[src/hw/rtl/cubic_bezier_point_eval_defines.svh]
// Assertion macros for the curve evaluator RTL.
`ifndef CUBIC_BEZIER_POINT_EVAL_DEFINES_SVH
`define CUBIC_BEZIER_POINT_EVAL_DEFINES_SVH
`ifndef SYNTHESIS
`define CBEZ_ASSERT_IMP(label, ante, cons, msg) \
  label: assert property (@(posedge clk_i) disable iff (!rst_ni) (ante) |-> (cons)) \
    else $error(msg);
`define CBEZ_ASSERT_NXT(label, ante, cons, msg) \
  label: assert property (@(posedge clk_i) disable iff (!rst_ni) (ante) |=> (cons)) \
    else $error(msg);
`else
`define CBEZ_ASSERT_IMP(label, ante, cons, msg)
`define CBEZ_ASSERT_NXT(label, ante, cons, msg)
`endif
`endif

[src/hw/rtl/cbez_pkg.sv]
// Shared types and constants for the cubic Bezier point evaluator.
package cbez_pkg;

  localparam int CoordW     = 16;
  localparam int IdxW       = 10;
  localparam int NumRegs    = 8;
  localparam int RegIdxW    = 3;
  localparam int AddrW      = 5;
  localparam int ApbDataW   = 32;
  localparam int InDataW    = 16;
  localparam int OutDataW   = 32;

  localparam int TgenStages = 5;
  localparam int LerpStages = 4;
  localparam int TailStages = 3 * LerpStages + 1;
  localparam int PipeStages = TgenStages + TailStages;

  // remainder division of the index term: dividend, quotient, reciprocal
  localparam int DivW       = 21;
  localparam int QuoW       = 11;
  localparam int RecipW     = 22;
  localparam int RecipShift = 21;

  typedef logic [CoordW-1:0] coord_t;
  typedef coord_t [NumRegs-1:0] cfg_regs_t;

  typedef enum logic [RegIdxW-1:0] {
    RegStartX,
    RegStartY,
    RegCtrlAX,
    RegCtrlAY,
    RegCtrlBX,
    RegCtrlBY,
    RegEndX,
    RegEndY
  } reg_idx_e;

  typedef struct packed {
    logic   last;
    coord_t y;
    coord_t x;
  } point_t;

endpackage

[src/hw/rtl/cbez_lerp.sv]
// Four-stage fixed-point linear interpolation step between two points.
module cbez_lerp import cbez_pkg::*; #(
  parameter int FRACTION_BITS = 16,
  localparam int ValW         = CoordW + FRACTION_BITS,
  localparam int TW           = FRACTION_BITS + 1
) (
  input  logic            clk_i,
  input  logic            en_i,
  input  logic [ValW-1:0] a_i,
  input  logic [ValW-1:0] b_i,
  input  logic [TW-1:0]   t_i,
  output logic [ValW-1:0] y_o,
  output logic [TW-1:0]   t_o
);

  localparam int PhW = CoordW + TW;
  localparam int PlW = FRACTION_BITS + TW;

  logic            ge_d;
  logic [ValW-1:0] diff_d;

  logic [ValW-1:0] a1_q, a2_q, a3_q;
  logic            ge1_q, ge2_q, ge3_q;
  logic [ValW-1:0] diff1_q;
  logic [TW-1:0]   t1_q, t2_q, t3_q, t4_q;
  logic [PhW-1:0]  ph2_q;
  logic [PlW-1:0]  pl2_q;
  logic [ValW-1:0] step3_q;
  logic [ValW-1:0] y4_q;

  assign ge_d   = (b_i >= a_i);
  assign diff_d = ge_d ? (b_i - a_i) : (a_i - b_i);

  always_ff @(posedge clk_i) begin
    if (en_i) begin
      a1_q    <= a_i;
      ge1_q   <= ge_d;
      diff1_q <= diff_d;
      t1_q    <= t_i;

      // split product: whole part and fraction part of the distance
      ph2_q   <= PhW'(diff1_q[ValW-1:FRACTION_BITS]) * PhW'(t1_q);
      pl2_q   <= PlW'(diff1_q[FRACTION_BITS-1:0]) * PlW'(t1_q);
      a2_q    <= a1_q;
      ge2_q   <= ge1_q;
      t2_q    <= t1_q;

      step3_q <= ValW'(ph2_q) + ValW'(pl2_q >> FRACTION_BITS);
      a3_q    <= a2_q;
      ge3_q   <= ge2_q;
      t3_q    <= t2_q;

      y4_q    <= ge3_q ? (a3_q + step3_q) : (a3_q - step3_q);
      t4_q    <= t3_q;
    end
  end

  assign y_o = y4_q;
  assign t_o = t4_q;

endmodule

[config.mk]
export PLATFORM = sky130hd
export DESIGN_NAME = cbez_lerp
export DESIGN_NICKNAME = d
export VERILOG_FILES = /design/src/hw/rtl/cubic_bezier_point_eval_defines.svh /design/src/hw/rtl/cbez_pkg.sv /design/src/hw/rtl/cbez_lerp.sv
export SDC_FILE = /design/constraint.sdc
export NUM_CORES = 2
export LEC_CHECK = 0
export ABC_AREA = 1
export BUFFER_PORTS_ARGS = -buffer_cell sky130_fd_sc_hd__buf_2
export CORE_ASPECT_RATIO = 0.7
export CORE_UTILIZATION = 53
export CTS_CLUSTER_DIAMETER = 200
export DETAILED_ROUTE_END_ITERATION = 8
export PLACE_DENSITY = 0.72
export SKIP_CTS_REPAIR_TIMING = 1
export SYNTH_ARGS = -nofsm -noshare
export SYNTH_HDL_FRONTEND = slang
export SYNTH_SLANG_ARGS = --single-unit
[constraint.sdc]
create_clock -name clk_i -period 15.3 [get_ports clk_i]
set_clock_uncertainty 0.1 [all_clocks]
set_input_delay 3.825 -clock clk_i [delete_from_list [all_inputs] [get_ports clk_i]]
set_output_delay 3.825 -clock clk_i [all_outputs]
set_load 0.005 [all_outputs]
[Yosys cells after proc, flatten, opt, wreduce, memory -nomap -nowiden]
Index checks and enable logic that the tools add are counted.
Cells by class
  add/subtract/negate cells: 5
  multiply operators: 2
  magnitude comparators: 1
  muxes and demuxes: 2
Operators by type and width (count)
  subtractor 32 bit: 3
  two-way mux 32 bit: 2
  multiplier 16 x 17 -> 33 bit: 1
  adder 32 x 17 -> 32 bit: 1
  adder 32 bit: 1
  greater-or-equal comparator 32 bit: 1
  multiplier 16 x 17 -> 32 bit: 1
Word-level totals
  flip-flop bits (word level): 328
  input port bits: 83
  output and inout port bits: 49
  logic and storage cells: 25

[Depth between registers and ports, before layout]
  word-level depth: 2
  gate-level depth with buffers: 27

[Least setup slack after synthesis]
No wires, ideal clock.
  kind: input-to-reg
  from: in b_i[0]
  to: reg diff1_q[10], data pin
  setup time: 251 ps
  data arrival time: 5522 ps
  setup slack: 9428 ps
  stages: 17
  path through: inv_1 -> ha_1 -> fa_1 -> inv_1 -> nand3_1 -> nand3_1 -> nand2_1 -> nand2_2 -> nand2_1 -> nand3_1 -> nand2_2 -> nand2_4 -> inv_2 -> buf_6 -> buf_12 -> nand2_4 -> nand2_2
On the way
  word-level cells in the longest chain between the ends: 2
  elaborated cells on any way between the ends: 4
  those cells by class: 2 x add/sub; 1 x order compare; 1 x mux
RTL lines
  from (decl): line cbez_lerp.sv:10  | input logic [ValW-1:0] b_i,
  subtractor 32 bit / greater-or-equal comparator 32 bit (equally long branches): line cbez_lerp.sv:32, cbez_lerp.sv:31
  two-way mux 32 bit *: line cbez_lerp.sv:32  | assign diff_d = ge_d ? (b_i - a_i) : (a_i - b_i);
  named net diff_d[10]: line cbez_lerp.sv:20  | logic [ValW-1:0] diff_d;
  to (signal assigned): line cbez_lerp.sv:38  | diff1_q <= diff_d;
  to (decl): line cbez_lerp.sv:24  | logic [ValW-1:0] diff1_q;
The timed path passes the listed nets; every way through them passes the cells marked *.
A chain may end at the register's enable or synchronous reset.

[Worst setup path in the final report]
  from: reg diff1_q[7]
  to: reg pl2_q[25], data pin
On the way
  word-level cells in the longest chain between the ends: 1
RTL lines
  multiplier 16 x 17 -> 33 bit: line cbez_lerp.sv:43  | pl2_q <= PlW'(diff1_q[FRACTION_BITS-1:0]) * PlW'(t1_q);
  to (signal assigned): line cbez_lerp.sv:43
  to (decl): line cbez_lerp.sv:27  | logic [PlW-1:0] pl2_q;
No other way between the ends.

==> out/results.ini <==
[sta]
period_share=0.427
slew_headroom=0.269
setup_viol=0
fin_crit_ns=6.53
final.setup.tns_ns=0
final_max_slew_viol_count=0
rsz0062_at_grt=false
clock.fmax_mhz=153
worst_pin_slew_ns=1.10
hold_viol=0

[floorplanning]
start_util=0.535
die_w_um=319
num_rows=81
die_area_um2=71600
io-pin-count=132
core_area_um2=69800
die_y_um=224

[synthesis]
syn_area_um2=37400
yosys.area.top_type=edfxtp_1
async_flop_share=0
synth.avg_cell_area_um2=7.88
synth.distinct_cells=42
synth.top_cell.area_share=0.251
synth-seq-cells=312
synthCells=4743
ys_seq_area_frac=0.251
synth_nets=5559
synthTopCellsByArea=edfxtp_1 (25%), fa_1 (22%), nand2_1 (15%), inv_1 (11%), ha_1 (11%)
ys.warnings.count=0
synth-edff-count=312
synth_flop_cell=edfxtp_1

[detailed_routing]
drtAntennaViolNets=0
drc=0
firstDrtPassIters=6
route.met2.wl_um=40300
num_vias=29900
vias_per_cell=5.21
dr.max_layer_used=met4
routed_wl_um=101000
wl_per_cell_um=17.7
wirelength_met1_um=48400
drt_iter0_markers=3082
wl_met3_um=10800

[cells_and_area]
final_cell_mix=nand2_1 (1488), inv_1 (1112), fa_1 (418)
drive_above_1_share=0.0524
area_growth_pct=6.50
nets=5609
diodes=0
final_common_cell=nand2_1

[clock_tree]
clock_path_buffers=3
cts.htree.levels=2
clock_sinks=312
clock_latency_ns=0.58
cts_buffers=35
cts_tree=built
cts_root_buffer=clkbuf_16
cts.clk_slew.worst_paths_ns=0.08

[critical_path]
endpoint_kind=flop
arrival_ns=6.74
slowest_stage=edfxtp_1
cp.required_ns=15.51
crit_type=reg -> reg
worstPathMaxFanout=17
path_common_cell=fa_1
cpPeakStageDelay_ns=1.06
worst_setup_path_start_kind=flop
crit_chain=nand2_1, fa_1, inv_1, fa_1, fa_1, fa_1, fa_1, inv_1, fa_1, inv_1, ha_1, nand2_1, nor2_1, inv_1, nor3_1, nand3b_1, nand4_1, nand2_1

[place]
place_hpwl_um=80600
place.gp.congestion=1.01
numPortBuffers=131

[min_path]
worstHoldPathType=reg -> reg

[global_route]
grt-ovfl-total=0
grt_antenna_before_repair=4
grt_start_max_net_pins=103
grt_first_pass_wirelength_um=160000
grt_util_all_layers=0.289
grt_pass1_vias=29000

[status]
status=finished clean

[job]
maxCapViolCount=0

[Yosys cell counts (5+ instances only)]
cell type	number
o21ai_0	73
nor2_4	5
nand4_1	35
nand3_1	169
o21a_1	8
xor2_1	108
buf_6	6
nor3_1	33
fa_1	418
nand2_4	13
a21o_1	8
inv_1	1112
nor2_1	238
nand3b_1	9
xnor2_1	23
nand2_1	1488
nand2_2	20
buf_2	8
o21bai_1	12
ha_1	315
edfxtp_1	312
nor4_1	6
buf_4	6
inv_2	7
clkbuf_1	117
a21oi_1	166
[sequential cells by signal (all words and copies together) (netlist names)]
signal and flops:
a2_q 32, t_o 17, a1_q 32, ph2_q 32, a3_q 32, t3_q 17, t1_q 17, y_o 32
pl2_q 17, t2_q 17, ge2_q 1, diff1_q 32, ge3_q 1, step3_q 32, ge1_q 1
[critical path: cells and delay by family (launching register included)]
| family | cells | cell delay [ns] |
|---|---|---|
| adders and majority gates | 7 | 3.55 |
| buffers and inverters | 4 | 0.26 |
| DFF | 1 | 1.06 |
| and+or+nand+nor | 7 | 1.27 |
[final timing paths]
check	end	slack [ns]	cells past startpoint	start
worst max register to register	pl2_q[25]	8.77	18	diff1_q[7]
worst max-delay path	pl2_q[25]	8.77	18	diff1_q[7]
worst min register to register	t_o[11]	0.29	0	t3_q[11]
worst min-delay path	t_o[11]	0.29	0	t3_q[11]
[through the flow]
step	std cells	setup WS [ns]	utilization	hold slack [ns]	instance area, µm²
6_report	5726	8.77	0.570	0.293	39800
2_1_floorplan	4743	9.43	-	0.300	37400
3_3_place_gp	5669	8.66	0.555	0.301	38700
5_1_grt	5726	8.55	0.570	0.304	39800
4_1_cts	5726	8.94	0.570	0.290	39800
3_5_place_dp	5669	8.58	0.555	0.305	38700
[per-layer routing]
metal	up-vias	global-route usage
met5	-	0
met2	1337	0.407
met3	107	0.0594
met4	0	0.0591
li1	14400	-
met1	14000	0.454
[cell type report]
cell class,instances,area (µm²)
timing repair buffer,152,823
tap,913,1140
fill,6504,30000
clock buffer,39,891
sequential,312,9370
multi-input combinational,3172,23200
inverter,1120,4200
clock inverter,18,190
[cell families after synthesis]
kind of cell               synth area share
AOI/OAI and AO/OA                    0.0407
xor gates and xnor gates             0.0307
DFF                                   0.251
buffers and inverters                 0.129
and+or+nand+nor                       0.220
adders and majority gates             0.329
Power is not shown: default switching activity piles up to over one toggle a cycle in this logic, so the estimate is an artifact.
