### config.mk
export PLATFORM = sky130hd
export DESIGN_NAME = cbez_skid
export DESIGN_NICKNAME = d
export VERILOG_FILES = /design/src/hw/rtl/cbez_pkg.sv /design/src/hw/rtl/cbez_skid.sv
export VERILOG_INCLUDE_DIRS = /design/src /design/src/hw/rtl
export SDC_FILE = /design/constraint.sdc
export NUM_CORES = 1
export LEC_CHECK = 0
export BUFFER_PORTS_ARGS = -buffer_cell sky130_fd_sc_hd__buf_4
export CORE_UTILIZATION = 55
export DETAILED_ROUTE_END_ITERATION = 10
export GPL_TIMING_DRIVEN = 0
export MAX_ROUTING_LAYER = met4
export PLACE_DENSITY = 0.83
export SYNTH_ARGS = -nofsm -noshare
export SYNTH_HDL_FRONTEND = slang
export SYNTH_SLANG_ARGS = --single-unit
export TNS_END_PERCENT = 50
### constraint.sdc
create_clock -name clk_i -period 6.6 [get_ports clk_i]
set_input_delay 0.33 -clock clk_i [delete_from_list [all_inputs] [get_ports clk_i]]
set_output_delay 0.33 -clock clk_i [all_outputs]
set_load 0.02 [all_outputs]
### src/hw/rtl/cubic_bezier_point_eval_defines.svh
// Assertion macros for the curve evaluator RTL.
`ifndef CUBIC_BEZIER_POINT_EVAL_DEFINES_SVH
`define CUBIC_BEZIER_POINT_EVAL_DEFINES_SVH
`ifndef SYNTHESIS
`define CBEZ_ASSERT_IMP(label, ante, cons, msg) \
  label: assert property (@(posedge clk_i) disable iff (!rst_ni) (ante) |-> (cons)) \
    else $error(msg);
`define CBEZ_ASSERT_NXT(label, ante, cons, msg) \
  label: assert property (@(posedge clk_i) disable iff (!rst_ni) (ante) |=> (cons)) \
    else $error(msg);
`else
`define CBEZ_ASSERT_IMP(label, ante, cons, msg)
`define CBEZ_ASSERT_NXT(label, ante, cons, msg)
`endif
`endif

### src/hw/rtl/cbez_pkg.sv
// Shared types and constants for the cubic Bezier point evaluator.
package cbez_pkg;

  localparam int CoordW     = 16;
  localparam int IdxW       = 10;
  localparam int NumRegs    = 8;
  localparam int RegIdxW    = 3;
  localparam int AddrW      = 5;
  localparam int ApbDataW   = 32;
  localparam int InDataW    = 16;
  localparam int OutDataW   = 32;

  localparam int TgenStages = 5;
  localparam int LerpStages = 4;
  localparam int TailStages = 3 * LerpStages + 1;
  localparam int PipeStages = TgenStages + TailStages;

  // remainder division of the index term: dividend, quotient, reciprocal
  localparam int DivW       = 21;
  localparam int QuoW       = 11;
  localparam int RecipW     = 22;
  localparam int RecipShift = 21;

  typedef logic [CoordW-1:0] coord_t;
  typedef coord_t [NumRegs-1:0] cfg_regs_t;

  typedef enum logic [RegIdxW-1:0] {
    RegStartX,
    RegStartY,
    RegCtrlAX,
    RegCtrlAY,
    RegCtrlBX,
    RegCtrlBY,
    RegEndX,
    RegEndY
  } reg_idx_e;

  typedef struct packed {
    logic   last;
    coord_t y;
    coord_t x;
  } point_t;

endpackage

### src/hw/rtl/cbez_skid.sv
// Output register with a one-entry skid stage.
`include "cubic_bezier_point_eval_defines.svh"

module cbez_skid import cbez_pkg::*; (
  input  logic   clk_i,
  input  logic   rst_ni,
  input  logic   in_valid_i,
  input  point_t in_data_i,
  output logic   in_ready_o,
  output logic   out_valid_o,
  output point_t out_data_o,
  input  logic   out_ready_i
);

  logic   out_valid_q, out_valid_d;
  logic   skid_valid_q, skid_valid_d;
  point_t out_data_q, out_data_d;
  point_t skid_data_q, skid_data_d;
  logic   out_adv;

  assign out_adv = !out_valid_q || out_ready_i;

  always_comb begin
    out_valid_d  = out_valid_q;
    out_data_d   = out_data_q;
    skid_valid_d = skid_valid_q;
    skid_data_d  = skid_data_q;
    if (out_adv) begin
      if (skid_valid_q) begin
        out_valid_d  = 1'b1;
        out_data_d   = skid_data_q;
        skid_valid_d = 1'b0;
      end else begin
        out_valid_d = in_valid_i;
        out_data_d  = in_data_i;
      end
    end else if (in_valid_i && !skid_valid_q) begin
      skid_valid_d = 1'b1;
      skid_data_d  = in_data_i;
    end
  end

  always_ff @(posedge clk_i or negedge rst_ni) begin
    if (!rst_ni) begin
      out_valid_q  <= 1'b0;
      skid_valid_q <= 1'b0;
    end else begin
      out_valid_q  <= out_valid_d;
      skid_valid_q <= skid_valid_d;
    end
  end

  always_ff @(posedge clk_i) begin
    out_data_q  <= out_data_d;
    skid_data_q <= skid_data_d;
  end

  assign in_ready_o  = !skid_valid_q;
  assign out_valid_o = out_valid_q;
  assign out_data_o  = out_data_q;

  `CBEZ_ASSERT_IMP(a_skid_behind_out, skid_valid_q, out_valid_q, "skid full with output empty")
  `CBEZ_ASSERT_NXT(a_stall_fills_skid, in_valid_i && !skid_valid_q && out_valid_q && !out_ready_i, skid_valid_q && out_valid_q, "stalled transfer not kept in skid")
  `CBEZ_ASSERT_NXT(a_skid_drains, skid_valid_q && out_ready_i, out_valid_q && !skid_valid_q, "skid not moved to output")

endmodule

# Word-level counts from Yosys, hierarchy flattened
# Index checks and enable logic that the tools add are counted.
dict set report word_totals {
  regBits 68
  elab_cells 19
  out_inout_bits 35
  in_bits 37
}
dict set report classes {
  mux 4
  bitwise_logic 1
  n_reduce_logical 6
}
# operator count
set ops {}
lappend ops {{$mux W33} 1}
lappend ops {{$mux W1} 3}
lappend ops {{$logic_not A1 Y1} 2}
lappend ops {{$reduce_and A2 Y1} 1}
lappend ops {{$reduce_bool A2 Y1} 1}
lappend ops {{$logic_and A1 B1 Y1} 1}
lappend ops {{$logic_or A1 B1 Y1} 1}
lappend ops {{$not A1 Y1} 1}

# Depth between registers and ports, before layout
dict set report depth {
  depth_word 4
  ltp_mapped 4
  mapped_depth_nobuf 2
}

# Least setup slack after synthesis
# No wires, ideal clock.
dict set report synth_timing {
  path_kind {flip-flop to flip-flop}
  from {reg out_valid_q (netlist: out_valid_o)}
  to {reg skid_data_q[0] (netlist name), enable pin}
  t_arrival_ns 3.806
  slack_ns 2.322
  stages_incl_launch_ff 3
  required_ns 6.129
  path_cell_list {dfrtp_1 -> nand2b_1 -> nor3b_1}
}
dict set report synth_between {
  elab_chain_len 4
}
# element line
set synth_lines {}
lappend synth_lines {{start, declared} cbez_skid.sv:15} ;# logic out_valid_q, out_valid_d;
lappend synth_lines {{start signal, assigned} cbez_skid.sv:48} ;# out_valid_q <= out_valid_d;
lappend synth_lines {{$logic_not A1 Y1} cbez_skid.sv:21} ;# assign out_adv = !out_valid_q || out_ready_i;
lappend synth_lines {{$logic_or A1 B1 Y1} cbez_skid.sv:21}
lappend synth_lines {{via out_adv} cbez_skid.sv:19} ;# logic out_adv;
lappend synth_lines {{$not A1 Y1 (no source line)} -}
lappend synth_lines {{$reduce_and A2 Y1 (no source line)} -}
lappend synth_lines {{end signal, assigned} cbez_skid.sv:55} ;# skid_data_q <= skid_data_d;
lappend synth_lines {{end, declared} cbez_skid.sv:18} ;# point_t skid_data_q, skid_data_d;
# The timed path passes the listed nets, and every way through them passes these cells.
# A chain may end at the register's enable or synchronous reset.

# Worst setup path after layout
dict set report layout_timing {
  from {reg out_valid_q (netlist: out_valid_o)}
  to {reg skid_data_q[3] (netlist name), enable pin}
}
# The elaborated chain is that of the path after synthesis.

==> out/metrics.yaml <==
status: "complete, but fails checks"
violations: "design-rule violations"
wirelength_microns: 4230
combPwrFrac: 0.140
drv_cap: 0
rows: 24
ys_types: 12
tns_ps: 0
critPathCaptureType: "flip-flop"
slowest_delay_ps: 1020
start_util: 0.585
cts_buffer_depth: 2
root_buffer: "clkbuf_8"
period_minus_slack_ps: 2460
viasPerCell: 5.18
critical-path-top-delay-family: "simple AND/OR/NAND/NOR gates"
powerDensity_nw_per_um2: 285
min_to: "skid_data_q[23]"
core_area_sq_um: 4440
crit_chain: "nand2b_2 -> nor3b_2 -> buf_8"
wl_met1_microns: 1660
period_share: 0.373
cp_data_arrival_time_ps: 2510
ant_nets: 0
area.growth.synth_to_final_pct: 31.7
path_clk_slew_ps: 70
hp-start: "in_data_i[23]"
max_freq_mhz: 406
syn_area_sq_um: 2600
place.gp.congestion: 0.711
criticalPathCategory: "reg2reg"
io_buffers: 71
worst_slew_pin_slew_ps: 1020
antenna_found_initial: 0
crit_slowest_cell: "nor3b_2"
power_frac_clock: 0.328
cts_buffers: 9
rsz0062_at_grt: "false"
reg2reg_to: "skid_data_q[3]"
die_area_sq_um: 5010
syn_nets: 148
met3_length_microns: 290
syn_inst: 111
path_buf_inv: 1
hold_depth: 1
netlist.area_leader.share: 0.762
wl_met2_microns: 2180
hp-class: "in2reg"
seq_area_sq_um: 2030
antenna_cells: 0
drc: 8
htree_levels: 3
rrSetupSlack_ps: 4140
via_count: 1310
wl_per_cell_microns: 16.7
die_w_microns: 70.8
yosysWarnings: 0
top_layer: "met4"
hold_viol: 0
first_iter_violations: 73
final_nets: 233
r2r-start: "out_valid_o"
power.leakage_uw: 0.00137
internal-power_uw: 753
fillCellCount: 276
layout_setup_ws_ps: 4140
first_global_vias: 1395
setup_viol: 0
cts_tree: "yes"
slew_headroom: 0.315
grt_max_degree: 37
holdBufCountCts: 1
cts_sinks: 68
ios: 72
irDropWorstVdd_v: 0.000169
yosys-top-cells-area: "edfxtp_1 76%, mux2_4 16%, mux2_2 2.6%"
postLayoutCoreUtil: 0.771
grt_usage: 0.195
drive_above_1_share: 0.622
synth_area_leader_cell: "edfxtp_1"
timing.hold.ws_ps: 169
cts_setup_buffers: 0
dpl_worst_slack_ps: 3880
firstDrtPassIters: 7
switchingPower_uw: 223
start_kind: "flip-flop"
die_y_microns: 70.8
reg2reg_depth: 3
syn_avg_cell_area_sq_um: 23.4
seq_area_frac_synth: 0.782
seq_power_share: 0.532
crit_required_ps: 6650
multiInputGateArea_sq_um: 505
sw_frac_of_total: 0.228
finalMaxSlewViolations: 0
grt-ovfl-total: 0
grt_pass1_wl_microns: 6670
place_hpwl_microns: 2860
cts_resized: 0
path_max_fanout: 36
insertion_delay_ps: 340
ys_seq_elements: 68
fin_worst_skew_ps: 7.17
-- sequential cells by signal, summed over array words and instances, names as in the netlist --
signal	flops
skid_valid_q	1
out_valid_o	1
skid_data_q	33
out_data_o	33
-- final cells by class --
type / instances / area share
Timing Repair Buffer: 74 / 0.166
Sequential cell: 68 / 0.593
Tap cell: 52 / 0.0190
Inverter: 1 / 0.00110
Buffer: 4 / 0.0194
Multi-Input combinational cell: 38 / 0.148
Clock buffer: 10 / 0.0373
Clock inverter: 6 / 0.0161
-- power groups by stage --
stage / registers [uW] / clock network [uW] / logic, uW
after CTS: 519 / 326 / 138
after global placement: 528 / 0 / 130
after floorplan: 554 / 0 / 50.7
after detailed placement: 528 / 0 / 137
after global routing: 521 / 344 / 144
final: 519 / 320 / 136
-- kinds of logic after synthesis --
family	after synthesis	share of synthesized area
buffers and inverters	5	0.0269
flip-flops	68	0.782
multiplexers	33	0.182
AND/OR/NAND/NOR	5	0.00963
-- synthesized netlist by cell type --
| cell | number |
|---|---|
| edfxtp_1 | 66 |
| mux2_4 | 27 |
| mux2_2 | 6 |
| buf_12 | 2 |
| dfrtp_1 | 2 |
| nor2_1 | 2 |
| buf_6 | 1 |
| buf_8 | 1 |
| inv_1 | 1 |
| nand2_1 | 1 |
| nand2b_1 | 1 |
| nor3b_1 | 1 |
-- through the flow --
| step | total power (uW) | cell area [sq um] | cells |
|---|---|---|---|
| after floorplan | 605 | 2600 | 111 |
| after global placement | 659 | 3200 | 234 |
| after detailed placement | 666 | 3230 | 236 |
| after CTS | 983 | 3420 | 253 |
| after global routing | 1010 | 3420 | 253 |
| final | 976 | 3420 | 253 |
-- layout by cell type (no fill, tap or decap), drive strengths merged --
cell type and instances:
buf 77, edfxtp 66, mux2 33, clkbuf 10
clkinv 4, nor2 2, dfrtp 2, inv 1
nand2b 1, nor3b 1, nand2 1, clkinvlp 1
bufinv 1, dlygate4sd3 1
-- worst max-delay path by stage --
stage / start / end / slack [ps] / cells past startpoint
3_3_place_gp: out_ready_i / skid_data_q[3] / 1000 / 3
3_5_place_dp: out_ready_i / skid_data_q[11] / 3880 / 4
5_1_grt: out_valid_o / skid_data_q[4] / 3960 / 3
4_1_cts: out_valid_o / skid_data_q[3] / 4070 / 3
2_1_floorplan: out_valid_o / skid_data_q[0] / 2320 / 2
6_report: out_valid_o / skid_data_q[3] / 4140 / 3
-- routing by layer --
layer,global-route usage,vias up
li1,-,602
met1,0.213,650
met2,0.304,49
met3,0.0755,9
met4,0.113,0
met5,-,-
Power figures use the tool's default switching activity.
