===== config.mk =====
export PLATFORM = sky130hd
export DESIGN_NAME = cbez_regs
export DESIGN_NICKNAME = d
export VERILOG_FILES = /design/src/hw/rtl/cubic_bezier_point_eval_defines.svh /design/src/hw/rtl/cbez_pkg.sv /design/src/hw/rtl/cbez_regs.sv
export SDC_FILE = /design/constraint.sdc
export NUM_CORES = 1
export LEC_CHECK = 0
export ABC_AREA = 1
export BUFFER_PORTS_ARGS = -buffer_cell sky130_fd_sc_hd__buf_2
export CAP_MARGIN = 20
export CORE_ASPECT_RATIO = 1.4
export CORE_MARGIN = 10
export CORE_UTILIZATION = 45
export DETAILED_ROUTE_END_ITERATION = 10
export PLACE_DENSITY = 0.72
export SLEW_MARGIN = 20
export SYNTH_ARGS = -nofsm -noshare
export SYNTH_HDL_FRONTEND = slang
export SYNTH_SLANG_ARGS = --single-unit

===== constraint.sdc =====
create_clock -name clk_i -period 1.8 [get_ports clk_i]
set_clock_uncertainty 0.05 [all_clocks]
set_input_delay 0.09 -clock clk_i [delete_from_list [all_inputs] [get_ports clk_i]]
set_output_delay 0.09 -clock clk_i [all_outputs]
set_load 0.05 [all_outputs]

===== src/hw/rtl/cubic_bezier_point_eval_defines.svh =====
// Assertion macros for the curve evaluator RTL.
`ifndef CUBIC_BEZIER_POINT_EVAL_DEFINES_SVH
`define CUBIC_BEZIER_POINT_EVAL_DEFINES_SVH
`ifndef SYNTHESIS
`define CBEZ_ASSERT_IMP(label, ante, cons, msg) \
  label: assert property (@(posedge clk_i) disable iff (!rst_ni) (ante) |-> (cons)) \
    else $error(msg);
`define CBEZ_ASSERT_NXT(label, ante, cons, msg) \
  label: assert property (@(posedge clk_i) disable iff (!rst_ni) (ante) |=> (cons)) \
    else $error(msg);
`else
`define CBEZ_ASSERT_IMP(label, ante, cons, msg)
`define CBEZ_ASSERT_NXT(label, ante, cons, msg)
`endif
`endif


===== src/hw/rtl/cbez_pkg.sv =====
// Shared types and constants for the cubic Bezier point evaluator.
package cbez_pkg;

  localparam int CoordW     = 16;
  localparam int IdxW       = 10;
  localparam int NumRegs    = 8;
  localparam int RegIdxW    = 3;
  localparam int AddrW      = 5;
  localparam int ApbDataW   = 32;
  localparam int InDataW    = 16;
  localparam int OutDataW   = 32;

  localparam int TgenStages = 5;
  localparam int LerpStages = 4;
  localparam int TailStages = 3 * LerpStages + 1;
  localparam int PipeStages = TgenStages + TailStages;

  // remainder division of the index term: dividend, quotient, reciprocal
  localparam int DivW       = 21;
  localparam int QuoW       = 11;
  localparam int RecipW     = 22;
  localparam int RecipShift = 21;

  typedef logic [CoordW-1:0] coord_t;
  typedef coord_t [NumRegs-1:0] cfg_regs_t;

  typedef enum logic [RegIdxW-1:0] {
    RegStartX,
    RegStartY,
    RegCtrlAX,
    RegCtrlAY,
    RegCtrlBX,
    RegCtrlBY,
    RegEndX,
    RegEndY
  } reg_idx_e;

  typedef struct packed {
    logic   last;
    coord_t y;
    coord_t x;
  } point_t;

endpackage


===== src/hw/rtl/cbez_regs.sv =====
// APB register file holding the four curve points.
module cbez_regs import cbez_pkg::*; (
  input  logic                clk_i,
  input  logic                rst_ni,
  input  logic                psel,
  input  logic                penable,
  input  logic                pwrite,
  input  logic [AddrW-1:0]    paddr,
  input  logic [ApbDataW-1:0] pwdata,
  output logic [ApbDataW-1:0] prdata,
  output logic                pready,
  output cfg_regs_t           cfg_o
);

  cfg_regs_t cfg_q, cfg_d;
  reg_idx_e  reg_idx;

  assign reg_idx = reg_idx_e'(paddr[AddrW-1:2]);

  always_comb begin
    cfg_d = cfg_q;
    if (psel && penable && pwrite) begin
      cfg_d[reg_idx] = pwdata[CoordW-1:0];
    end
  end

  always_ff @(posedge clk_i or negedge rst_ni) begin
    if (!rst_ni) begin
      cfg_q <= '0;
    end else begin
      cfg_q <= cfg_d;
    end
  end

  assign prdata = ApbDataW'(cfg_q[reg_idx]);
  assign pready = 1'b1;
  assign cfg_o  = cfg_q;

endmodule


# Word-level counts from Yosys, hierarchy flattened
# Cells that the tools add are included.
# totals
regBits,128
input_bits,42
output_inout_bits,161
elab_cells,18
# classes
magnitude_cmp,2
n_mux,5
reduce_logical,3
# ops
op,count
bitwise mux 128 bit,1
binary-select mux 16 bit (select 3 bit),1
demux 16 bit (select 3 bit),1
two-way mux 16 bit,2
less-than comparator 3 x 4 -> 1 bit (second input constant),1
>= comparator 3 x 1 -> 1 bit (second input constant),1
logical AND 1 bit,3

# Depth between registers and ports, before layout
# Gate-level depths: netlist of run 1.
# logic_depth
word_depth,5
mapped_depth,10
ltp_nobuf,7

# Worst setup path before layout of run 1
# OpenSTA, ideal clock, no wires.
# synth_path
path_type,register to output
start,register cfg_q (netlist bit cfg_o[112])
end,output port prdata[0]
arrival_time_ns,1.284
required_time_ns,1.660
setup_slack_ns,0.376
stages_incl_launch_ff,7
path_buffers,0
cell_sequence,dfrtp_1 -> nand2_1 -> nand2_1 -> nand2_1 -> nand2_1 -> nand2_1 -> nand2_1
# synth_between
elab_chain_len,2
# synth_rtl
item,line_no,rtl
start: declaration,cbez_regs.sv:15,"cfg_regs_t cfg_q, cfg_d;"
start signal: assignment,cbez_regs.sv:31,cfg_q <= cfg_d;
binary-select mux 16 bit (select 3 bit),cbez_regs.sv:35,assign prdata = ApbDataW'(cfg_q[reg_idx]);
two-way mux 16 bit (implied by the code),cbez_regs.sv:35,
end: declaration,cbez_regs.sv:10,"output logic [ApbDataW-1:0] prdata,"
# Every way passes these cells. The select of a mux whose other input is x is not followed.

# Final worst setup path of run 1
# layout_path
start,register cfg_q (netlist bit cfg_o[121])
end,output port prdata[9]
# The elaborated chain is that of the path after synthesis.

==> results.txt, run 1 <==
VDD IR max: 0.625 mV
Drt initial violations: 436
Crit. End Element: primary output
Post-CTS setup buffer count: 0
Setup crit start kind: flop
CTS Root Cell: clkbuf_16
CP cell instances: nand2_1 > nand2_1 > nand2_1 > nand2_1 > nand2_1 > nand2_1 > buf_2
Setup CP Type: reg2out
F_max: 593 MHz
Detailed Place HPWL: 15,800 microns
All-Layer GR Usage: 22.4%
Max Slew Vio Count: 0
Port Buffer Count: 167
Routed vias/inst: 5.09
Inserted Diodes: 0
Synthesized area: 0.00653 sq mm
CTS tree: yes
Count of final setup violators: 0
Drt drc: 0
YS warnings: 0
Outcome: completed
Largest stage delay, worst path: 380 ps
Initial core utilization: 45.4%
Tmin final: 1690 ps
Max-Cap Viols: 0
DRT antenna net count: 0
Final Hold Viols: 0
CTS clk-pin slew, worst paths: 60 ps
Area added between synthesis and finish: 28.1%
Max-slew headroom: 63.2%
Via count: 6,515
Largest register FFs: 128
Lkg Pwr: 0.00478 uW
Core occupancy in the finished layout: 58.1%
Worst EP required: 1660 ps
Max clock buf depth: 2
Global-route wire length before repair: 35,200 microns
RSZ-0062 raised after global routing: false
Share of layout cells above drive strength 1: 22.3%
Drt first pass iters: 7
Synthesized area per cell: 7.20 sq um
Gpl congestion: 0.884
Die height: 162 microns
Worst path arrival time: 1550 ps
Hold Crit Class: in2async
CP most frequent cell: nand2_1
CP max-delay cell: dfrtp_1
Worst skew pair latency: 410 ps
CORE AREA: 0.0144 sq mm
H-tree Lvls: 4
CTS Sinks: 128
Congestion Overflow GR: 0
Antenna violations before repair: 0
Cts bufs inserted: 17
Avg WL per Cell: 17.5 microns
Chip width: 122 microns
Final Cycle Share: 93.6%
Least-Margin Pin Slew: 552 ps
Core Rows: 52
Mapped Cells: 907
Total die area: 0.0198 sq mm
I/O Pins: 203
Yosys cell types: 20
Largest net degree at the start of global routing: 70
Pwr Density: 1420 mW/mm^2
Filler cells: 1,303
Register area share after synthesis: 49.1%
Final TNS setup: 0 ps
CP Max Fanout: 3
Post-Route WL: 22,400 microns
Vias in the first global route: 6,349
Total chip power: 11,900 uW
Flops & latches, synth: 128
Final #Nets: 1,121
[per-layer routing]
| layer | up-vias | track usage (%) | routed length, microns |
|---|---|---|---|
| met1 | 2981 | 28.2 | 8810 |
| met3 | 52 | 5.73 | 2020 |
| met5 | - | 0 | 0 |
| met4 | 0 | 10.2 | 840 |
| met2 | 336 | 35.3 | 10700 |
| li1 | 3146 | - | - |
[cell usage after synthesis]
library cell	count	area share, %
nand2_1	515	30
dfrtp_1	128	49
o21ai_0	98	7.5
buf_4	30	3.5
clkbuf_1	21	1.2
nor2_1	21	1.2
inv_1	18	1.0
a21oi_1	16	1.2
buf_2	14	1.1
o21ai_1	14	1.1
nor2_4	7	1.2
buf_1	5	0.29
nand4_1	4	0.38
inv_2	3	0.17
nand3_1	3	0.23
nand3_2	3	0.46
conb_1	2	0.12
nand2_2	2	0.19
nor2_2	2	0.19
nand3_4	1	0.27
[path summary, 6_finish.rpt]
path                            startpoint         end  slack [ps]  cells after the start
worst max-delay path            cfg_o[121]   prdata[9]         110                      7
worst min-delay path                rst_ni   cfg_o[48]         150                      2
worst max register to register   cfg_o[33]   cfg_o[33]        1020                      2
worst min register to register   cfg_o[76]   cfg_o[76]         460                      2
max in group asynchronous           rst_ni  cfg_o[120]         960                      3
min in group clk_i                paddr[4]   cfg_o[51]         210                      5
[metrics by stage]
| stage | worst slack [ps] | std cells | cell area [sq um] | hold slack [ps] |
|---|---|---|---|---|
| 2_1_floorplan | 376 | 922 | 6580 | -256 |
| 3_3_place_gp | 276 | 1232 | 7560 | 61.3 |
| 3_5_place_dp | 237 | 1232 | 7560 | 62.8 |
| 4_1_cts | 109 | 1281 | 8360 | 170 |
| 5_1_grt | 20.2 | 1281 | 8360 | 207 |
| 6_report | 115 | 1281 | 8360 | 153 |
[cell usage in the layout (no fill, tap or decap), drive strengths merged]
cell	Yosys	final
nand2	517	517
buf	49	191
dfrtp	128	128
o21ai	112	112
nor2	30	30
inv	21	22
clkbuf	21	20
conb	2	17
dlygate4sd3	0	17
a21oi	16	16
nand3	7	7
nand4	4	4
clkinvlp	0	4
clkinv	0	4
bufinv	0	3
[final cells by class]
type / instances / area [sq um] / area share, %
Inverter: 21 / 78.8 / 0.943
Clock buffer: 20 / 467 / 5.58
Timing Repair Buffer: 208 / 1300 / 15.6
Clock inverter: 12 / 156 / 1.87
Tap cell: 189 / 236 / 2.83
Multi-Input combinational cell: 703 / 2920 / 34.9
Sequential cell: 128 / 3200 / 38.3
[where the power goes]
group | switching [uW] | internal (uW) | leakage, uW
clock | 1310 | 2290 | 0.000295
combinational | 3480 | 920 | 0.00284
sequential | 460 | 3440 | 0.00164
total | 5250 | 6650 | 0.00478
[worst max-delay path, delay by kind of cell, from the launching register on]
family | cells | cell delay (ps)
and+or+nand+nor | 6 | 460
DFF | 1 | 380
buffers and inverters | 1 | 280
[cell families (layout without fill, tap and decap cells)]
kind of cell           after synthesis  after routing  share of synthesized area [%]
other                                2             17                          0.115
buffers and inverters               91            261                           7.23
AND/OR/NAND/NOR                    558            558                           33.8
AO/OA/AOI/OAI                      128            128                           9.82
flip-flops                         128            128                           49.1
[timing repair]
item	in CTS	in global routing
hold buffers	17	0
resized for setup	0	1
endpoints found under the setup margin	0	1
endpoints found under the hold margin	146	0
Note: power is estimated with default switching activity, not from simulation.
==> run 2: changes to the inputs <==
- CELL_PAD_IN_SITES_DETAIL_PLACEMENT: default -> 0
- CELL_PAD_IN_SITES_GLOBAL_PLACEMENT: default -> 1
- CORE_UTILIZATION: 45 -> 39
- PLACE_DENSITY: 0.72 -> default
- PLACE_DENSITY_LB_ADDON: default -> 0.1
==> results.txt, run 2 (synthesis gave the netlist of run 1 again) <==
Outcome: completed (unchanged)
DRT antenna net count: 0 (unchanged)
Reg2reg start: cfg_o[31] (was cfg_o[33])
Worst setup path start: cfg_o[118] (was cfg_o[121])
Detailed Place HPWL: 16,600 microns (was 15,800 microns)
Max clock buf depth: 2 (unchanged)
Pwr Density: 1420 mW/mm^2 (about the same)
CTS tree: yes (unchanged)
Minimum hold slack: 84.1 ps (was 153 ps)
Core occupancy in the finished layout: 51.3% (was 58.1%)
Final #Nets: 1,125 (was 1,121)
Final Hold Viols: 0 (unchanged)
Final Cycle Share: 93.0% (was 93.6%)
CORE AREA: 0.0163 sq mm (was 0.0144 sq mm)
Vias in the first global route: 6,081 (was 6,349)
Area added between synthesis and finish: 28.2% (was 28.1%)
Avg WL per Cell: 17.7 microns (was 17.5 microns)
All-Layer GR Usage: 20.6% (was 22.4%)
Core Rows: 55 (was 52)
Worst path arrival time: 1530 ps (was 1550 ps)
Post-Route WL: 22,900 microns (was 22,400 microns)
CTS Sinks: 128 (unchanged)
CTS Root Cell: clkbuf_16 (unchanged)
Hold Crit Class: in2async (unchanged)
Setup crit start kind: flop (unchanged)
Final WS setup: 127 ps (was 115 ps)
Cts bufs inserted: 17 (unchanged)
VDD IR max: 0.908 mV (was 0.625 mV)
R2R Path End: cfg_o[31] (was cfg_o[33])
Tmin final: 1670 ps (was 1690 ps)
DP Worst Slack: 220 ps (was 237 ps)
Routed vias/inst: 4.77 (was 5.09)
Share of layout cells above drive strength 1: 22.3% (about the same)
Commonest non-fill, non-tap cell in the layout: nand2_1 (unchanged)
Antenna violations before repair: 0 (unchanged)
Port Buffer Count: 167 (unchanged)
CTS clk-pin slew, worst paths: 60 ps (about the same)
Worst EP required: 1660 ps (about the same)
Global-route wire length before repair: 36,000 microns (was 35,200 microns)
Count of final setup violators: 0 (unchanged)
H-tree Lvls: 4 (unchanged)
Drt initial violations: 460 (was 436)
Inserted Diodes: 0 (unchanged)
Design area: 0.00837 sq mm (was 0.00836 sq mm)
Dpl cell area: 0.00758 sq mm (was 0.00756 sq mm)
Die height: 173 microns (was 162 microns)
Congestion Overflow GR: 0 (unchanged)
Max-Cap Viols: 0 (unchanged)
Final TNS setup: 0 ps (unchanged)
Max Slew Vio Count: 0 (unchanged)
I/O Pins: 203 (unchanged)
Initial core utilization: 40.0% (was 45.4%)
Chip width: 129 microns (was 122 microns)
CP Max Fanout: 3 (unchanged)
Total die area: 0.0224 sq mm (was 0.0198 sq mm)
CTS resizes: 0 (unchanged)
Lkg Pwr: 0.00479 uW (was 0.00478 uW)
RSZ-0062 raised after global routing: false (unchanged)
F_max: 598 MHz (was 593 MHz)
Drt drc: 0 (unchanged)
Largest net degree at the start of global routing: 86 (was 70)
Drt first pass iters: 4 (was 7)
Crit path to: prdata[6] (was prdata[9])
R2R depth: 2 (unchanged)
Largest register FFs: 128 (unchanged)
Setup CP Type: reg2out (unchanged)
Gpl congestion: 0.798 (was 0.884)
Via count: 6,177 (was 6,515)
Leading cell types in the layout, fill and taps excluded: nand2_1 (515), buf_2 (166), dfrtp_1 (128) (unchanged)
R2R Setup Slk: 1030 ps (was 1020 ps)
Crit. End Element: primary output (unchanged)
Worst skew pair latency: 410 ps (about the same)
## run 2: stage by stage
step	power, uW	std cells
2_1_floorplan	7080	922
3_3_place_gp	8290	1246
3_5_place_dp	8330	1246
4_1_cts	12000	1294
5_1_grt	12400	1294
6_report	11900	1294
## run 2: worst min-delay path by stage
stage | from | endpoint | depth (start not counted)
after floorplan | rst_ni | cfg_o[0] | 0
after global placement | rst_ni | cfg_o[115] | 1
after detailed placement | rst_ni | cfg_o[115] | 1
after CTS | rst_ni | cfg_o[34] | 2
after global routing | rst_ni | cfg_o[32] | 2
final | rst_ni | cfg_o[32] | 2
## run 2: area by class of cell
| class | count | area [sq um] |
|---|---|---|
| clock buffer | 22 | 484 |
| clock inverter | 9 | 131 |
| fill | 1686 | 7940 |
| inverter | 21 | 78.8 |
| multi-input combinational | 703 | 2910 |
| sequential | 128 | 3200 |
| tap | 199 | 249 |
| timing repair buffer | 212 | 1310 |
## run 2: repair_timing
action                    4_1_cts  5_1_grt
buffers inserted                0        0
hold endpoints to repair      224        0
hold buffers                   17        0
## run 2: per-layer routing
| metal | wire length, microns | vias up | GRT usage [%] | part of all wire (%) |
|---|---|---|---|---|
| met4 | 261 | 0 | 5.37 | 1.1 |
| met3 | 1410 | 16 | 5.45 | 6.1 |
| li1 | - | 3138 | - | - |
| met2 | 10700 | 180 | 32.1 | 47 |
| met5 | 0 | - | 0 | 0 |
| met1 | 10600 | 2843 | 27.7 | 46 |
## run 2: report_power, final
part	leakage (uW)	internal (uW)	switching, uW
Combinational	0.00285	914	3450
Sequential	0.00164	3440	470
Clock	0.000294	2310	1280
Total	0.00479	6670	5190
## run 2: worst max-delay path, cell delays in order, from the launching register on
cell and delay (ps):
dfrtp_1 370, nand2_1 60, nand2_1 80, nand2_1 40, nand2_1 110, nand2_1 80, nand2_1 100, buf_2 270
