File: config.mk
export PLATFORM = sky130hd
export DESIGN_NAME = cbez_tgen
export DESIGN_NICKNAME = d
export VERILOG_FILES = /design/src/hw/rtl/cubic_bezier_point_eval_defines.svh /design/src/hw/rtl/cbez_pkg.sv /design/src/hw/rtl/cbez_tgen.sv
export SDC_FILE = /design/constraint.sdc
export NUM_CORES = 1
export LEC_CHECK = 0
export BUFFER_PORTS_ARGS = -buffer_cell sky130_fd_sc_hd__buf_2
export CAP_MARGIN = 10
export CORE_ASPECT_RATIO = 2
export CORE_MARGIN = 5
export CORE_UTILIZATION = 60
export CTS_CLUSTER_SIZE = 40
export DETAILED_ROUTE_END_ITERATION = 10
export PLACE_DENSITY = 0.83
export SLEW_MARGIN = 40
export SYNTH_ARGS = -nofsm -noshare
export SYNTH_HDL_FRONTEND = slang
export SYNTH_SLANG_ARGS = --single-unit
File: constraint.sdc
create_clock -name clk_i -period 8.35 [get_ports clk_i]
set_input_delay 0.4175 -clock clk_i [delete_from_list [all_inputs] [get_ports clk_i]]
set_output_delay 0.4175 -clock clk_i [all_outputs]
set_load 0.01 [all_outputs]
File: src/hw/rtl/cubic_bezier_point_eval_defines.svh
// Assertion macros for the curve evaluator RTL.
`ifndef CUBIC_BEZIER_POINT_EVAL_DEFINES_SVH
`define CUBIC_BEZIER_POINT_EVAL_DEFINES_SVH
`ifndef SYNTHESIS
`define CBEZ_ASSERT_IMP(label, ante, cons, msg) \
  label: assert property (@(posedge clk_i) disable iff (!rst_ni) (ante) |-> (cons)) \
    else $error(msg);
`define CBEZ_ASSERT_NXT(label, ante, cons, msg) \
  label: assert property (@(posedge clk_i) disable iff (!rst_ni) (ante) |=> (cons)) \
    else $error(msg);
`else
`define CBEZ_ASSERT_IMP(label, ante, cons, msg)
`define CBEZ_ASSERT_NXT(label, ante, cons, msg)
`endif
`endif

File: src/hw/rtl/cbez_pkg.sv
// Shared types and constants for the cubic Bezier point evaluator.
package cbez_pkg;

  localparam int CoordW     = 16;
  localparam int IdxW       = 10;
  localparam int NumRegs    = 8;
  localparam int RegIdxW    = 3;
  localparam int AddrW      = 5;
  localparam int ApbDataW   = 32;
  localparam int InDataW    = 16;
  localparam int OutDataW   = 32;

  localparam int TgenStages = 5;
  localparam int LerpStages = 4;
  localparam int TailStages = 3 * LerpStages + 1;
  localparam int PipeStages = TgenStages + TailStages;

  // remainder division of the index term: dividend, quotient, reciprocal
  localparam int DivW       = 21;
  localparam int QuoW       = 11;
  localparam int RecipW     = 22;
  localparam int RecipShift = 21;

  typedef logic [CoordW-1:0] coord_t;
  typedef coord_t [NumRegs-1:0] cfg_regs_t;

  typedef enum logic [RegIdxW-1:0] {
    RegStartX,
    RegStartY,
    RegCtrlAX,
    RegCtrlAY,
    RegCtrlBX,
    RegCtrlBY,
    RegEndX,
    RegEndY
  } reg_idx_e;

  typedef struct packed {
    logic   last;
    coord_t y;
    coord_t x;
  } point_t;

endpackage

File: src/hw/rtl/cbez_tgen.sv
// Pipelined clamp and rounded division of the sample index into the curve parameter t.
module cbez_tgen import cbez_pkg::*; #(
  parameter int SAMPLE_COUNT  = 100,
  parameter int FRACTION_BITS = 16,
  localparam int TW           = FRACTION_BITS + 1
) (
  input  logic            clk_i,
  input  logic            en_i,
  input  logic [IdxW-1:0] idx_i,
  output logic [TW-1:0]   t_o,
  output logic            last_o
);

  // t = idx*A + floor((idx*B + L/2) / L), with 2^F = A*L + B
  localparam int Last   = SAMPLE_COUNT - 1;
  localparam int ACoefI = (1 << FRACTION_BITS) / Last;
  localparam int BCoefI = (1 << FRACTION_BITS) % Last;
  localparam int HalfI  = Last / 2;
  localparam int RecipI = (1 << RecipShift) / Last;
  localparam int ProdW  = TW + IdxW;
  localparam int MulW   = DivW + RecipW;

  localparam logic [IdxW-1:0]   LastV = IdxW'(Last);
  localparam logic [TW-1:0]     ACoef = TW'(ACoefI);
  localparam logic [IdxW-1:0]   BCoef = IdxW'(BCoefI);
  localparam logic [DivW-1:0]   HalfV = DivW'(HalfI);
  localparam logic [RecipW-1:0] Recip = RecipW'(RecipI);

  logic [IdxW-1:0] idx1_q;
  logic            last1_q, last2_q, last3_q, last4_q, last5_q;
  logic [DivW-1:0] d2_q, d3_q, d4_q;
  logic [TW-1:0]   p2_q, p3_q;
  logic [QuoW-1:0] qe3_q;
  logic [DivW-1:0] ql4_q;
  logic [TW-1:0]   pq4_q;
  logic [TW-1:0]   t5_q;

  logic [DivW-1:0] rem;

  assign rem = d4_q - ql4_q;

  always_ff @(posedge clk_i) begin
    if (en_i) begin
      idx1_q  <= (idx_i > LastV) ? LastV : idx_i;
      last1_q <= (idx_i >= LastV);

      d2_q    <= DivW'(idx1_q) * DivW'(BCoef) + HalfV;
      p2_q    <= TW'(ProdW'(idx1_q) * ProdW'(ACoef));
      last2_q <= last1_q;

      qe3_q   <= QuoW'((MulW'(d2_q) * MulW'(Recip)) >> RecipShift);
      d3_q    <= d2_q;
      p3_q    <= p2_q;
      last3_q <= last2_q;

      ql4_q   <= DivW'(qe3_q) * DivW'(LastV);
      pq4_q   <= p3_q + TW'(qe3_q);
      d4_q    <= d3_q;
      last4_q <= last3_q;

      // estimate is low by at most one
      t5_q    <= pq4_q + TW'(rem >= DivW'(LastV));
      last5_q <= last4_q;
    end
  end

  assign t_o    = t5_q;
  assign last_o = last5_q;

endmodule

---- Word level (Yosys, flattened, before mapping) ----
Index checks and enable logic that the tools add are counted.
cells by class
  add/subtract/negate cells ............... 4
  $mul .................................... 4
  $lt $le $gt $ge ......................... 3
operator list
  cell                                                             count
  multiplier 21 x 15 -> 32 bit (second input constant)             1
  >= comparator 21 x 7 -> 1 bit (second input constant)            1
  subtractor 21 x 18 -> 21 bit                                     1
  adder 17 x 6 -> 18 bit (second input constant)                   1
  multiplier 11 x 7 -> 18 bit (second input constant)              1
  adder 17 x 1 -> 17 bit                                           1
  adder 17 x 11 -> 17 bit                                          1
  multiplier 10 x 10 -> 17 bit (second input constant)             1
  multiplier 10 x 7 -> 17 bit (second input constant)              1
  >= comparator 10 x 7 -> 1 bit (second input constant)            1
  greater-than comparator 10 x 7 -> 1 bit (second input constant)  1
word-level totals
  flip-flop bits (word level) ............. 175
  input bits .............................. 12
  output and inout bits ................... 18
  word-level logic and storage cells ...... 26

---- Longest topological paths before layout ----
Gate-level depths: netlist of run 1.
  depth in word-level cells ............... 3
  mapped depth ............................ 20
  gate-level depth less buffers ........... 20

---- Worst setup path after synthesis of run 1 ----
Ideal clock, no wire load.
  path kind ............................... register -> register
  start ................................... register d2_q[10]
  end ..................................... register qe3_q[9], data pin
  setup time .............................. 0.262 ns
  arrival ................................. 5.449 ns
  required time ........................... 8.088 ns
  path slack .............................. 2.639 ns
  stages on the path, launching flop included .. 19
  buffers on the path ..................... 0
  clock period less this slack ............ 5.711 ns
  cells stage by stage .................... edfxtp_1 fa_1 inv_1 fa_1 inv_1 ha_1 fa_1 fa_1 inv_1 fa_1 inv_1 ha_1 a21o_1 a31o_2 a221oi_1 o21ai_0 o31ai_2 o21bai_1 xor2_1
between the ends
  cells in the longest elaborated chain, start to end .. 1
ends and longest elaborated chain
  element                       line             text
  from (decl)                   cbez_tgen.sv:31  logic [DivW-1:0] d2_q, d3_q, d4_q;
  from (signal assigned)        cbez_tgen.sv:47  d2_q <= DivW'(idx1_q) * DivW'(BCoef) + HalfV;
  multiplier 21 x 15 -> 32 bit  cbez_tgen.sv:51  qe3_q <= QuoW'((MulW'(d2_q) * MulW'(Recip)) >> RecipShift);
  to (signal assigned)          cbez_tgen.sv:51
  to (decl)                     cbez_tgen.sv:33  logic [QuoW-1:0] qe3_q;
Every way passes these cells.
A chain may end at the register's enable or synchronous reset.

---- Worst setup path after layout of run 1 ----
Ends and elaborated chain as after synthesis.

==> qor.txt, run 1 <==
diode count -> 0
unrepaired setup endpoints after global routing -> false
# resized after CTS -> 0
Netlist cell types -> 61
Clock Skews -> 0.0124 ns
post-synthesis cell count -> 1406
wire length per cell -> 18.3 µm
sequential area share after synthesis -> 31.7%
Initial Util -> 61.0%
most frequent cells in the layout -> 302 x ha_1, 290 x inv_1, 166 x edfxtp_1
ys flop type -> edfxtp_1
Hold Crit Start -> idx_i[0]
reg2reg start -> d2_q[10]
Max Slew Vio Count -> 0
asr flop ratio synth -> 0%
Setup Crit Path Kind -> reg -> reg
post-cts hold buffer count -> 0
H-tree depth -> 4
Initial DRC Count -> 489
Slowest-stage cell, CP -> fa_1
Root Buffer Master -> clkbuf_16
synth warn -> 0
Mapped Area -> 15700 µm²
Num CTS Buffers -> 17
most frequent CP cell -> fa_1
Nets -> 1893
IO buf count -> 29
CTS tree -> yes
Setup-failing EPs final -> 0
CP startpoint -> d2_q[10]
grt ovf -> 0
status -> complete, no violations
Avg Cell Area, Syn -> 11.2 µm²
Worst slew margin -> 45.0%
Seq cells post-synth -> 166
DRT antenna net count -> 0
most common cell after layout, fill and taps aside -> ha_1
Worst Path Max Fanout -> 8
drt via density -> 5.71
share of cells above drive strength 1 -> 5.19%
GRT Resource Usage Total -> 23.1%
Post-Place Cells -> 1772
Clock Tree Buf Depth -> 2
Setup crit end kind -> register
min Tclk post-route -> 6.24 ns
placer congestion estimate -> 0.946
Post-CTS Setup Bufs -> 0
vias in the first global route -> 11300
largest net degree at the start of global routing -> 105
first-pass GRT wire length -> 54.1 mm
DP HPWL -> 27.3 mm
Critical Path RT -> 8.55 ns
clock-pin slew on the worst setup and hold paths -> 0.07 ns
setup_tns -> 0 ns
Post-synth EDFFs -> 166
Worst Hold Class -> in -> reg
Ports -> 30
Fmax -> 160 MHz
Chip Height -> 239 µm
CP startpoint kind -> register
1st-pass router iterations -> 5
CTS Sinks -> 166
core area -> 25800 µm²
max cap viols -> 0
drt drc -> 0
Skew-Pair Late Insertion Delay -> 0.45 ns
Die ar. -> 29700 µm²
Routed WL -> 33.0 mm
Vias -> 10300
Area Overhead vs Synth -> 7.54%
Final period util -> 74.7%
worst slew pin tran -> 0.825 ns
final hold violation count -> 0
Post-Layout Cell Count -> 1804
cells along the critical path -> fa_1 > inv_1 > fa_1 > inv_1 > ha_1 > fa_1 > fa_1 > inv_1 > fa_1 > inv_1 > ha_1 > a21o_1 > a31o_2 > a221oi_1 > o21ai_0 > o31ai_2 > o21bai_1 > xor2_1
initial antenna violation count -> 0
CP max stage delay -> 0.69 ns
Die Wd -> 124 µm
row count -> 83
Worst Path Arrival -> 6.44 ns
-- synthesized netlist by cell type (11+ instances only) --
cell	n	area share, %
and3_1	14	0.56
inv_1	290	6.9
xnor2_1	66	3.7
nor2_1	44	1.1
a21oi_1	53	1.7
o21ai_0	36	1.1
a21o_1	14	0.67
ha_1	302	24
nor3_1	23	0.73
nand2_1	44	1.1
xor2_1	20	1.1
nand3_1	45	1.4
edfxtp_1	166	32
fa_1	128	16
a211oi_1	11	0.53
nand2b_1	11	0.44
-- stage by stage --
| step | utilization [%] | instance area (µm²) | hold WS, ns | setup slack [ns] |
|---|---|---|---|---|
| 6_report | 65.6 | 16900 | 0.251 | 2.11 |
| 5_1_grt | 65.6 | 16900 | 0.235 | 1.80 |
| 4_1_cts | 65.6 | 16900 | 0.229 | 2.13 |
| 3_5_place_dp | 63.2 | 16300 | 0.405 | 2.13 |
| 3_3_place_gp | 63.2 | 16300 | 0.401 | 2.32 |
| 2_1_floorplan | - | 15700 | 0.400 | 2.64 |
-- kinds of logic (layout without fill, tap and decap cells) --
| group | Yosys count | in the layout | synth area share (%) |
|---|---|---|---|
| multiplexers | 6 | 6 | 0.406 |
| XOR/XNOR | 86 | 86 | 4.79 |
| buffers and inverters | 296 | 352 | 7.07 |
| flip-flops | 166 | 166 | 31.7 |
| adder cells (fa/ha/maj) | 430 | 430 | 40.4 |
| AO/OA/AOI/OAI | 189 | 189 | 8.11 |
| AND/OR/NAND/NOR | 232 | 232 | 7.50 |
| other | 1 | 3 | 0.0239 |
-- critical path, delay by kind of cell (launching register included) --
kind,cells,cell delay [ns]
AO/OA/AOI/OAI,6,1.59
XOR/XNOR,1,0.16
flip-flops,1,0.58
adder cells (fa/ha/maj),7,3.43
buffers and inverters,4,0.24
-- sequential cells by signal, summed over array words and instances (netlist names) --
name     cells
ql4_q       18
last_o       1
d2_q        18
pq4_q       17
idx1_q      10
last4_q      1
last1_q      1
qe3_q       11
d4_q        18
last2_q      1
last3_q      1
p2_q        17
t_o         17
p3_q        17
d3_q        18
-- metal layers --
layer / part of all wire, % / global-route usage (%)
met4: 6.2 / 14.0
met5: 0 / 0
met3: 2.6 / 3.26
met2: 60 / 47.4
met1: 32 / 20.6
-- area by class of cell --
class / count / area (µm²)
clock inverters: 15 / 186
repair buffers: 30 / 163
multi-input cells: 946 / 9620
well taps: 340 / 425
clock buffers: 17 / 425
inverters: 290 / 1090
flip-flops and latches: 166 / 4980
fillers: 1958 / 8860
-- path summary, 6_finish.rpt --
kind         cells after the start  slack, ns        end
max                             18       2.11   qe3_q[9]
min                              2       0.25  idx1_q[0]
max reg2reg                     18       2.11   qe3_q[9]
min reg2reg                      0       0.42    p3_q[3]
Power of run 1 is not shown: default switching activity piles up to over one toggle a cycle in this logic, so the estimate is an artifact.
==> inputs of run 2 (changes only) <==
ABC_AREA = 1   (was default)
clock period = 6.4 ns   (was 8.35 ns; I/O delays follow)
==> qor.txt, run 2 <==
Avg Cell Area, Syn -> 9.91 µm² (was 11.2 µm²)
Area Overhead vs Synth -> 7.58% (was 7.54%)
worst hold stages -> 2 (unchanged)
post-synthesis cell count -> 1644 (was 1406)
grt ovf -> 0 (unchanged)
DP HPWL -> 30.2 mm (was 27.3 mm)
Num CTS Buffers -> 17 (unchanged)
Chip Height -> 243 µm (was 239 µm)
Final period util -> 85.7% (was 74.7%)
Post-CTS Setup Bufs -> 0 (unchanged)
min Tclk post-route -> 5.49 ns (was 6.24 ns)
Setup crit end kind -> register (unchanged)
worst reg2reg setup slack -> 0.91 ns (was 2.11 ns)
Netlist cell types -> 36 (was 61)
synth warn -> 0 (unchanged)
# resized after CTS -> 0 (unchanged)
Seq cells post-synth -> 166 (unchanged)
Root Buffer Master -> clkbuf_16 (unchanged)
most frequent cells after synthesis -> 364 x inv_1, 302 x ha_1, 216 x nand2_1 (was 302 x ha_1, 290 x inv_1, 166 x edfxtp_1)
count leader, synth -> inv_1 (was ha_1)
initial antenna violation count -> 0 (unchanged)
post-cts hold buffer count -> 0 (unchanged)
max cap viols -> 0 (unchanged)
Setup Crit Path Kind -> reg -> reg (unchanged)
H-tree depth -> 4 (unchanged)
Vias -> 11400 (was 10300)
Fmax -> 182 MHz (was 160 MHz)
CTS Sinks -> 166 (unchanged)
Post-synth EDFFs -> 166 (unchanged)
Worst Path Max Fanout -> 6 (was 8)
ys flop type -> edfxtp_1 (unchanged)
wire length per cell -> 17.5 µm (was 18.3 µm)
final hold violation count -> 0 (unchanged)
GRT Resource Usage Total -> 24.6% (was 23.1%)
most frequent cells in the layout -> 364 x inv_1, 302 x ha_1, 216 x nand2_1 (was 302 x ha_1, 290 x inv_1, 166 x edfxtp_1)
Worst Hold Class -> in -> reg (unchanged)
vias in the first global route -> 12300 (was 11300)
first-pass GRT wire length -> 59.0 mm (was 54.1 mm)
Clock Tree Buf Depth -> 2 (unchanged)
Routed WL -> 36.0 mm (was 33.0 mm)
Nets -> 2137 (was 1893)
CP startpoint kind -> register (unchanged)
setup_tns -> 0 ns (unchanged)
Worst slew margin -> 51.5% (was 45.0%)
core area -> 26900 µm² (was 25800 µm²)
reg2reg start -> d2_q[14] (was d2_q[10])
reg2reg end -> qe3_q[8] (was qe3_q[9])
share of cells above drive strength 1 -> 4.22% (was 5.19%)
unrepaired setup endpoints after global routing -> false (unchanged)
Skew-Pair Late Insertion Delay -> 0.46 ns (was 0.45 ns)
Initial DRC Count -> 596 (was 489)
clock-pin slew on the worst setup and hold paths -> 0.07 ns (about the same)
1st-pass router iterations -> 7 (was 5)
cell taking the most area after synthesis -> edfxtp_1 (unchanged)
Die Wd -> 126 µm (was 124 µm)
Max Slew Vio Count -> 0 (unchanged)
row count -> 85 (was 83)
drt via density -> 5.53 (was 5.71)
Initial Util -> 60.5% (was 61.0%)
worst slew pin tran -> 0.728 ns (was 0.825 ns)
Setup-failing EPs final -> 0 (unchanged)
Yosys top cell area share -> 30.6% (was 31.7%)
Critical Path RT -> 6.61 ns (was 8.55 ns)
CTS tree -> yes (unchanged)
DRT antenna net count -> 0 (unchanged)
synth top area cells -> edfxtp_1 31%, ha_1 23%, fa_1 16%, inv_1 8.4%, nand2_1 5.0% (was edfxtp_1 32%, ha_1 24%, fa_1 16%, inv_1 6.9%, xnor2_1 3.7%)
IO buf count -> 29 (unchanged)
Die ar. -> 30700 µm² (was 29700 µm²)
Worst Path Arrival -> 5.70 ns (was 6.44 ns)
Mapped Area -> 16300 µm² (was 15700 µm²)
Ports -> 30 (unchanged)
Clock Skews -> 0.0104 ns (was 0.0124 ns)
Hold Crit Start -> idx_i[5] (was idx_i[0])
Reg2Reg Depth -> 19 (was 18)
status -> complete, no violations (unchanged)
placer congestion estimate -> 0.946 (about the same)
drt drc -> 0 (unchanged)
WHS Endpoint -> idx1_q[5] (was idx1_q[0])
sequential area share after synthesis -> 30.6% (was 31.7%)
diode count -> 0 (unchanged)
asr flop ratio synth -> 0% (unchanged)
most common cell after layout, fill and taps aside -> inv_1 (was ha_1)
largest net degree at the start of global routing -> 93 (was 105)
[run 2: cell types whose count changed after synthesis, moves of 12 or more]
| cell | previous run | this run |
|---|---|---|
| inv_1 | 290 | 364 |
| nor2_1 | 44 | 84 |
| and3_1 | 14 | 1 |
| nand3_1 | 45 | 57 |
| xnor2_1 | 66 | 38 |
| nand2_1 | 44 | 216 |
| xor2_1 | 20 | 58 |
| a21oi_1 | 53 | 93 |
[run 2: cell families (layout without fill, tap and decap cells)]
group | Yosys count | after routing | share of synthesized area (%)
flops | 166 | 166 | 30.6
buf+inv | 364 | 426 | 8.39
simple gates | 410 | 410 | 10.9
xor+xnor | 96 | 96 | 5.16
compound gates | 177 | 177 | 6.01
fa+ha+maj | 430 | 430 | 38.9
other cells | 1 | 3 | 0.0230
[run 2: worst max path at each step]
stage / endpoint / slack, ns / depth (start not counted) / startpoint
2_1_floorplan: qe3_q[8] / 1.32 / 19 / d2_q[15]
3_3_place_gp: qe3_q[4] / 0.93 / 18 / d2_q[10]
3_5_place_dp: qe3_q[2] / 0.91 / 19 / d2_q[8]
4_1_cts: qe3_q[2] / 0.92 / 19 / d2_q[8]
5_1_grt: qe3_q[4] / 0.58 / 21 / d2_q[8]
6_report: qe3_q[8] / 0.91 / 19 / d2_q[14]
[run 2: cell type report]
class	instances	area (µm²)
Timing Repair Buffer	30	165
Tap cell	348	435
Sequential cell	166	4980
Inverter	364	1370
Multi-Input combinational cell	1116	9940
Clock buffer	18	429
Fill cell	2078	9390
Clock inverter	14	196
[run 2: per-stage QoR]
step / instances / instance area [µm²] / util [%] / worst slack (ns) / hold slack (ns)
floorplan: 1646 / 16300 / - / 1.32 / 0.400
global placement: 2024 / 16900 / 62.8 / 0.928 / 0.401
detailed placement: 2024 / 16900 / 62.8 / 0.915 / 0.405
CTS: 2056 / 17500 / 65.1 / 0.920 / 0.120
global route: 2056 / 17500 / 65.1 / 0.582 / 0.140
finish: 2056 / 17500 / 65.1 / 0.914 / 0.138
[run 2: routing by layer]
layer | vias up | share of wire [%] | wire (µm) | track usage [%]
li1 | 5498 | - | - | -
met1 | 5435 | 33 | 11700 | 22.9
met2 | 286 | 56 | 20200 | 47.0
met3 | 145 | 2.4 | 851 | 2.64
met4 | 0 | 8.8 | 3150 | 19.1
met5 | - | 0 | 0 | 0
[run 2: critical path, stage by stage, from the launching register on]
cell	delay (ns)
edfxtp_1	0.51
inv_1	0.19
fa_1	0.61
inv_1	0.09
fa_1	0.50
ha_1	0.34
fa_1	0.47
fa_1	0.55
inv_1	0.06
fa_1	0.52
inv_1	0.04
ha_1	0.32
nand2_1	0.07
nor2_1	0.13
inv_1	0.10
nor3b_1	0.19
nor3_1	0.10
or2_2	0.30
nand4_1	0.09
nand2_1	0.05
Power of run 2 is left out for the same reason.
